`src/hw/rtl/bvm_pkg.sv`:
```
// Shared types and constants for the byte register VM execute core.
// No dependencies; used by every module of the block.
`timescale 1ns / 1ps
package bvm_pkg;

	localparam int PcW      = 12;
	localparam int InsW     = 16;
	localparam int RegW     = 8;
	localparam int RfDepth  = 16;
	localparam int RfAddrW  = $clog2(RfDepth);
	localparam int OutDataW = 32;

	localparam logic [PcW-1:0]     PcReset = PcW'(512);
	localparam logic [PcW-1:0]     PcStep  = PcW'(2);
	localparam logic [RfAddrW-1:0] FlagReg = RfAddrW'(15);

	// Top nibble opcodes
	localparam logic [3:0] OpSys  = 4'h0;
	localparam logic [3:0] OpJump = 4'h1;
	localparam logic [3:0] OpSkEq = 4'h3;
	localparam logic [3:0] OpSkNe = 4'h4;
	localparam logic [3:0] OpSkRr = 4'h5;
	localparam logic [3:0] OpLd   = 4'h6;
	localparam logic [3:0] OpAddI = 4'h7;
	localparam logic [3:0] OpAlu  = 4'h8;

	// Low nibble functions of the register ALU group
	localparam logic [3:0] AluMov = 4'h0;
	localparam logic [3:0] AluOr  = 4'h1;
	localparam logic [3:0] AluAnd = 4'h2;
	localparam logic [3:0] AluXor = 4'h3;
	localparam logic [3:0] AluAdd = 4'h4;

	localparam logic [InsW-1:0] InsRet = 16'h00EE;

	// Write into the register memory, also used as a bypass record
	typedef struct packed {
		logic               we;
		logic [RfAddrW-1:0] idx;
		logic [RegW-1:0]    data;
	} rf_wr_t;

	// Outcome of executing one instruction
	typedef struct packed {
		logic [PcW-1:0]     next_pc;
		logic               aborted;
		logic               reg_written;
		logic [RfAddrW-1:0] reg_index;
		logic [RegW-1:0]    reg_value;
		logic               skipped;
		rf_wr_t             mem_wr;
		logic               flag_we;
		logic [RegW-1:0]    flag_val;
	} exec_res_t;

endpackage

```
`src/hw/rtl/bvm_regfile.sv`:
```
// Data register memory: one write port, two registered read ports.
// Per-entry valid bits make unwritten entries read as zero after reset.
`timescale 1ns / 1ps
module bvm_regfile
	import bvm_pkg::*;
(
	input  logic               clk,
	input  logic               arst_n,
	input  rf_wr_t             wr,
	input  logic               rd_en,
	input  logic [RfAddrW-1:0] rd_addr_a,
	input  logic [RfAddrW-1:0] rd_addr_b,
	output logic [RegW-1:0]    rd_data_a,
	output logic [RegW-1:0]    rd_data_b
);

	logic [RegW-1:0]    mem [RfDepth];
	logic [RfDepth-1:0] valid_q;
	logic [RegW-1:0]    rd_a_q;
	logic [RegW-1:0]    rd_b_q;

	// Write port
	always_ff @(posedge clk) begin
		if (wr.we) begin
			mem[wr.idx] <= wr.data;
		end
	end

	// Track written entries
	always_ff @(posedge clk or negedge arst_n) begin
		if (!arst_n) begin
			valid_q <= '0;
		end else if (wr.we) begin
			valid_q[wr.idx] <= 1'b1;
		end
	end

	// Read ports, old data on a same-edge write
	always_ff @(posedge clk) begin
		if (rd_en) begin
			rd_a_q <= valid_q[rd_addr_a] ? mem[rd_addr_a] : '0;
			rd_b_q <= valid_q[rd_addr_b] ? mem[rd_addr_b] : '0;
		end
	end

	assign rd_data_a = rd_a_q;
	assign rd_data_b = rd_b_q;

endmodule

```
`src/hw/rtl/bvm_exec.sv`:
```
// Instruction decode and ALU for the byte register VM execute core.
// Uses bvm_pkg; purely combinational.
`timescale 1ns / 1ps
module bvm_exec
	import bvm_pkg::*;
(
	input  logic [InsW-1:0] ins,
	input  logic [RegW-1:0] vx,
	input  logic [RegW-1:0] vy,
	input  logic [PcW-1:0]  pc,
	input  logic            halted,
	output exec_res_t       res
);

	logic [3:0]         op;
	logic [RfAddrW-1:0] x;
	logic [3:0]         nib;
	logic [RegW-1:0]    kk;
	logic [RegW:0]      sum;
	logic [PcW-1:0]     npc;
	logic               bad;
	logic               skip;
	logic               wr;
	logic               carry_wr;
	logic [RegW-1:0]    wval;

	assign op  = ins[15:12];
	assign x   = ins[11:8];
	assign nib = ins[3:0];
	assign kk  = ins[7:0];
	assign sum = {1'b0, vx} + {1'b0, vy};

	// Decode and compute
	always_comb begin
		npc      = pc + PcStep;
		bad      = 1'b0;
		skip     = 1'b0;
		wr       = 1'b0;
		carry_wr = 1'b0;
		wval     = '0;
		case (op)
			OpSys:  bad = (ins == InsRet);
			OpJump: npc = ins[PcW-1:0];
			OpSkEq: skip = (vx == kk);
			OpSkNe: skip = (vx != kk);
			OpSkRr: begin
				if (nib != 4'h0) begin
					bad = 1'b1;
				end else begin
					skip = (vx == vy);
				end
			end
			OpLd: begin
				wr   = 1'b1;
				wval = kk;
			end
			OpAddI: begin
				wr   = 1'b1;
				wval = vx + kk;
			end
			OpAlu: begin
				wr = 1'b1;
				case (nib)
					AluMov: wval = vy;
					AluOr:  wval = vx | vy;
					AluAnd: wval = vx & vy;
					AluXor: wval = vx ^ vy;
					AluAdd: begin
						carry_wr = 1'b1;
						// carry wins when the target is the flag register
						wval = (x == FlagReg) ? RegW'(sum[RegW]) : sum[RegW-1:0];
					end
					default: begin
						wr  = 1'b0;
						bad = 1'b1;
					end
				endcase
			end
			default: bad = 1'b1;
		endcase
	end

	// Assemble result; a stopped machine reports only its held pc and aborted
	always_comb begin
		res = '0;
		if (halted || bad) begin
			res.next_pc = pc;
			res.aborted = 1'b1;
		end else begin
			res.next_pc     = skip ? npc + PcStep : npc;
			res.reg_written = wr;
			res.reg_index   = wr ? x : '0;
			res.reg_value   = wr ? wval : '0;
			res.skipped     = skip;
			res.mem_wr.we   = wr && (x != FlagReg);
			res.mem_wr.idx  = x;
			res.mem_wr.data = wval;
			res.flag_we     = carry_wr || (wr && (x == FlagReg));
			res.flag_val    = carry_wr ? RegW'(sum[RegW]) : wval;
		end
	end

endmodule

```
`src/hw/rtl/byte_register_vm_execute_core.sv`:
```
// Byte register VM execute core: runs one fetched CHIP-8 instruction per
// input transaction against sixteen 8-bit registers and a 12-bit pc.
//
// Channels: s_axis carries the 16-bit instruction, m_axis returns one
// result per instruction (next pc, aborted, register write, skip flag).
// cfg_valid/cfg_data loads the start address into the pc; it is always ready.
// The user must see that the pc is written only while the core is idle; the core has no check for it.
// Path: the register memory is read at the accepting edge, and the
// instruction executes into the output register when the execute stage
// advances.
// Throughput: one instruction per cycle while m_axis_tready is high; a read of
// a register written by the instruction just ahead is bypassed around the memory.
// Register 15 is kept in a flip-flop so that the add with carry retires
// with a single memory write port.
// Reset: registers read as zero, pc is 512, the machine runs.
// Stall: when m_axis_tready is low the output register holds, the execute
// stage holds behind it and s_axis_tready drops once both are full.
// After an unsupported instruction every result reports aborted.
`timescale 1ns / 1ps
module byte_register_vm_execute_core
	import bvm_pkg::*;
(
	input  logic                clk,
	input  logic                arst_n,
	input  logic                s_axis_tvalid,
	output logic                s_axis_tready,
	input  logic [InsW-1:0]     s_axis_tdata,   // [15:0] instruction
	output logic                m_axis_tvalid,
	input  logic                m_axis_tready,
	// [11:0] next_pc, [12] aborted, [13] reg_written, [17:14] reg_index,
	// [25:18] reg_value, [26] skipped, [31:27] zero
	output logic [OutDataW-1:0] m_axis_tdata,
	input  logic                cfg_valid,
	output logic                cfg_ready,
	input  logic [PcW-1:0]      cfg_data        // [11:0] start_address
);

	logic            s1_valid_q;
	logic [InsW-1:0] ins_s1;
	rf_wr_t          fwd_s1;
	logic            out_valid_q;
	exec_res_t       out_q;
	logic [PcW-1:0]  pc_q;
	logic            halted_q;
	logic [RegW-1:0] flag_q;

	logic            in_acc;
	logic            s1_adv;
	logic [RegW-1:0] rd_x;
	logic [RegW-1:0] rd_y;
	logic [RegW-1:0] vx;
	logic [RegW-1:0] vy;
	exec_res_t       res;
	rf_wr_t          mem_wr;

	assign s1_adv        = s1_valid_q && (!out_valid_q || m_axis_tready);
	assign s_axis_tready = !s1_valid_q || s1_adv;
	assign in_acc        = s_axis_tvalid && s_axis_tready;
	assign cfg_ready     = 1'b1;

	// Commit memory write only when the instruction retires
	always_comb begin
		mem_wr    = res.mem_wr;
		mem_wr.we = res.mem_wr.we && s1_adv;
	end

	bvm_regfile u_rf (
		.clk       (clk),
		.arst_n    (arst_n),
		.wr        (mem_wr),
		.rd_en     (in_acc),
		.rd_addr_a (s_axis_tdata[11:8]),
		.rd_addr_b (s_axis_tdata[7:4]),
		.rd_data_a (rd_x),
		.rd_data_b (rd_y)
	);

	// Operand select: flag register, bypass of the retiring write, memory
	always_comb begin
		if (ins_s1[11:8] == FlagReg) begin
			vx = flag_q;
		end else if (fwd_s1.we && fwd_s1.idx == ins_s1[11:8]) begin
			vx = fwd_s1.data;
		end else begin
			vx = rd_x;
		end
		if (ins_s1[7:4] == FlagReg) begin
			vy = flag_q;
		end else if (fwd_s1.we && fwd_s1.idx == ins_s1[7:4]) begin
			vy = fwd_s1.data;
		end else begin
			vy = rd_y;
		end
	end

	bvm_exec u_exec (
		.ins    (ins_s1),
		.vx     (vx),
		.vy     (vy),
		.pc     (pc_q),
		.halted (halted_q),
		.res    (res)
	);

	// Execute stage control
	always_ff @(posedge clk or negedge arst_n) begin
		if (!arst_n) begin
			s1_valid_q <= 1'b0;
		end else if (s_axis_tready) begin
			s1_valid_q <= s_axis_tvalid;
		end
	end

	// Execute stage payload and bypass record of the write retiring now
	always_ff @(posedge clk) begin
		if (in_acc) begin
			ins_s1 <= s_axis_tdata;
			fwd_s1 <= mem_wr;
		end
	end

	// Architectural pc, halt flag and register 15
	always_ff @(posedge clk or negedge arst_n) begin
		if (!arst_n) begin
			pc_q     <= PcReset;
			halted_q <= 1'b0;
			flag_q   <= '0;
		end else if (cfg_valid && cfg_ready) begin
			pc_q <= cfg_data;
		end else if (s1_adv) begin
			pc_q     <= res.next_pc;
			halted_q <= res.aborted;
			if (res.flag_we) begin
				flag_q <= res.flag_val;
			end
		end
	end

	// Output register
	always_ff @(posedge clk or negedge arst_n) begin
		if (!arst_n) begin
			out_valid_q <= 1'b0;
		end else if (s1_adv) begin
			out_valid_q <= 1'b1;
		end else if (m_axis_tready) begin
			out_valid_q <= 1'b0;
		end
	end

	always_ff @(posedge clk) begin
		if (s1_adv) begin
			out_q <= res;
		end
	end

	assign m_axis_tvalid = out_valid_q;
	assign m_axis_tdata  = {5'b0, out_q.skipped, out_q.reg_value, out_q.reg_index,
		out_q.reg_written, out_q.aborted, out_q.next_pc};

endmodule

```
`config.mk`:
```
export PLATFORM = sky130hd
export DESIGN_NAME = byte_register_vm_execute_core
export DESIGN_NICKNAME = d
export VERILOG_FILES = /design/src/hw/rtl/bvm_pkg.sv /design/src/hw/rtl/bvm_regfile.sv /design/src/hw/rtl/bvm_exec.sv /design/src/hw/rtl/byte_register_vm_execute_core.sv
export SDC_FILE = /design/constraint.sdc
export NUM_CORES = 1
export LEC_CHECK = 0
export BUFFER_PORTS_ARGS = -buffer_cell sky130_fd_sc_hd__buf_4
export CORE_ASPECT_RATIO = 1.1
export CORE_MARGIN = 3
export CORE_UTILIZATION = 50
export DETAILED_ROUTE_END_ITERATION = 8
export PLACE_DENSITY = 0.69
export SETUP_SLACK_MARGIN = 0.1
export SYNTH_ARGS = -nofsm -noshare
export SYNTH_HDL_FRONTEND = slang
export SYNTH_HIERARCHICAL = 1
export SYNTH_SLANG_ARGS = --single-unit
```
`constraint.sdc`:
```
create_clock -name clk -period 7.33 [get_ports clk]
set_input_delay 1.466 -clock clk [delete_from_list [all_inputs] [get_ports clk]]
set_output_delay 1.466 -clock clk [all_outputs]
set_load 0.02 [all_outputs]
```
==> metrics.txt <==
Setup WS post-layout=2.22 ns; Yosys warning total=6; EDFF count, synth=200; setup TNS=0 ns; average wire per standard cell=approximately 24 microns; Yosys top cell area share=0.458; Slew HR=0.158; CTS tree=done; vias per cell=roughly 6.2; leading register cell type out of synthesis=edfxtp_1; fin nets=approximately 1100; area leader, netlist=edfxtp_1; #FFs+latches synth=around 240; die height=between 150 and 200 microns; Worst-Skew Late Latency=approximately 0.57 ns; Final GP Congestion=between 0.9 and 1; drt pass-1 iters=5; Total Power=about 3.4 mW; area of the core=~26000 sq um; post-layout utilization of the core=0.575; post-synth cell types=70; number of antenna diodes=0; largest net degree at the start of global routing=46; share of cells above drive strength 1=0.248; status=completed; CTS max path bufs=3; maximum fanout along the worst path=24; Routed Antenna Nets=0; critical path endpoint category=register; Fmax achieved=196 MHz; first-pass GRT wire length=just over 50000 microns; Routed WL=33100 microns; Die ar.=~28000 sq um; post-route minimum period=roughly 5.1 ns; Crit Reg-Reg Endpoint=pc_q[7]; CTS clk-pin slew, worst paths=roughly 0.060 ns; Non-Filler Instances=between 1000 and 1500; Pwr Density=between 200 and 250 nW/um^2; ys async rst share=0.163; most area-consuming cells after synthesis=edfxtp_1 46%, mux4_2 13%, dfrtp_1 7.3%; Root Driver=clkbuf_16; Hold WC Path Type=reg2reg; vias in the first global route=between 8000 and 9000; CP Data Arrival Time=5.54 ns; WS Path Type=reg2reg; initial antenna violation count=0; clock sinks=~240; number of post-CTS setup repair buffers=0; synthesized area per cell=roughly 13 sq um; Data required, critical path=about 7.8 ns; # DRC=0; Worst-Margin Slew=1.26 ns; GR Util All Layers=0.236; crit path to=pc_q[7]; VDD IR max=0.164 mV; Mapped Cells=roughly 1000; total I/O pin count=slightly below 70; worst-case reg-to-reg path depth=14; post-synthesis sequential area ratio=0.533; Worst setup SP type=register; clock skew=~0.018 ns; endpoints failing setup=0; Reg2Reg Setup Slack=approximately 2.2 ns; MaxCap Viol Count=0; Place WS=roughly 2.3 ns; P_leak=~5.6 nW; H-tree depth=1; fin crit share=0.697; RR Startpoint=ins_s1[9]; HPWL after DPL=~22000 microns; final-report hold violation count=0; Filler cells=roughly 2000; Starting DRT DRC Count=887; Area Growth Syn to Fin=12.2%; CTS buffer count=27; Port Buf Inserts=between 60 and 70; Slew Limit Fails=0; CTS resizes=0; Hold-fix buffers, CTS=0; # rows=61; CP Launch Point=ins_s1[9]; total number of vias=8745; Overflow after GRT=0; Die X=between 150 and 200 microns; Initial Util=0.513; dpl cells=about 1400; Mapped Area=between 10000 and 15000 sq um; RSZ-0062 raised after global routing=no
[cells by family (layout without fill, tap and decap cells)]
family,count (synthesis),count (layout),synth area share
simple gates,296,296,0.123
flops,239,239,0.533
compound gates,188,188,0.0979
mux,117,117,0.164
buf+inv,97,158,0.0354
xor+xnor,29,29,0.0194
fa+ha+maj,27,27,0.0269
other cells,2,6,0.000573
[sequential cells by signal, indices dropped and copies added (netlist names)]
register and count:
m_axis_tvalid 1, fwd_s1 13, u_rf/rd_data_b 8, m_axis_tdata 27
u_rf/rd_data_a 8, s1_valid_q 1, u_rf/valid_q 16, ins_s1 16
u_rf/mem 128, flag_q 8, halted_q 1, pc_q 12
[layout make-up]
cell class / count / area, sq um / area share
clock buffer: 38 / 777 / 0.0528
clock inverter: 12 / 153 / 0.0104
inverter: 37 / 139 / 0.00944
multi-input combinational: 663 / 5690 / 0.387
sequential: 239 / 6980 / 0.475
tap: 346 / 433 / 0.0294
timing repair buffer: 71 / 533 / 0.0362
[Yosys cell counts, drive strengths merged, types with 8 or more instances]
cell and number:
a21oi 42, nand4 15, xor2 14, edfxtp 200, nand4b 12, inv 37, ha 25, dfrtp 38
nand2b 16, a21o 8, mux4 76, clkbuf 31, nand3 13, nor2 67, xnor2 15, or2 17
mux2 19, o21ai 41, buf 28, o31ai 11, nand2 68, a22oi 32, mux2i 22, and2 23
a31oi 21, nor3 19
[per-layer routing]
layer	vias to the layer above	part of all wire	routed length [microns]	GRT usage
met3	84	0.065	2150	0.0304
met2	379	0.49	16200	0.391
met1	4337	0.40	13100	0.315
met4	0	0.047	1560	0.105
met5	-	0	0	0
li1	3945	-	-	-
[cells in the final DEF, fill, tap and decap left out, types with 5 or more instances in the layout]
| master | n |
|---|---|
| a21o_1 | 8 |
| a21oi_1 | 26 |
| a21oi_2 | 16 |
| a22oi_1 | 32 |
| a31oi_1 | 21 |
| and2_1 | 22 |
| buf_4 | 71 |
| clkbuf_1 | 5 |
| clkbuf_16 | 27 |
| clkbuf_8 | 6 |
| clkinv_2 | 6 |
| conb_1 | 6 |
| dfrtp_1 | 38 |
| edfxtp_1 | 200 |
| ha_1 | 25 |
| inv_1 | 37 |
| mux2_2 | 19 |
| mux2i_1 | 22 |
| mux4_2 | 76 |
| nand2_1 | 67 |
| nand2b_1 | 16 |
| nand3_1 | 13 |
| nand4_1 | 15 |
| nand4b_1 | 12 |
| nor2_1 | 65 |
| nor2b_1 | 7 |
| nor3_1 | 16 |
| nor4_1 | 6 |
| o21ai_0 | 39 |
| o31ai_1 | 11 |
| or2_2 | 17 |
| or4_1 | 5 |
| xnor2_1 | 15 |
| xor2_1 | 14 |
[where the power goes]
group | total, mW | switching (mW) | leakage (nW) | internal, mW
logic | 0.426 | 0.254 | 2.49 | 0.173
registers | 1.55 | 0.0450 | 2.64 | 1.51
clock network | 1.40 | 0.550 | 0.463 | 0.846
[worst min-delay path by stage]
| stage | startpoint | end | slack (ns) | cells after the start |
|---|---|---|---|---|
| after floorplan | u_rf/valid_q[11] | u_rf/valid_q[11] | 0.45 | 1 |
| after global placement | u_rf/valid_q[11] | u_rf/valid_q[11] | 0.47 | 1 |
| after detailed placement | u_rf/valid_q[5] | u_rf/valid_q[5] | 0.47 | 1 |
| after CTS | u_rf/valid_q[5] | u_rf/valid_q[5] | 0.49 | 1 |
| after global routing | u_rf/valid_q[10] | u_rf/valid_q[10] | 0.51 | 1 |
| final | u_rf/valid_q[5] | u_rf/valid_q[5] | 0.48 | 1 |
[through the flow]
stage | hold slack [ns] | instance area (sq um)
finish | 0.485 | 14700
global route | 0.509 | 14700
CTS | 0.486 | 14700
detailed placement | 0.472 | 13800
global placement | 0.465 | 13800
floorplan | 0.452 | 13100
[worst max-delay path, stage by stage (launching register included)]
cell,delay [ns]
edfxtp_1,0.49
nand4_1,0.78
nand4b_1,0.40
mux2_2,0.19
nand2_1,0.17
ha_1,0.37
or4_4,0.55
or4_4,0.53
and3_4,0.24
a2111oi_4,0.37
or3b_1,0.41
xnor2_1,0.16
o21ai_1,0.08
mux2i_1,0.15
o21ai_0,0.08
Power figures use the tool's default switching activity.
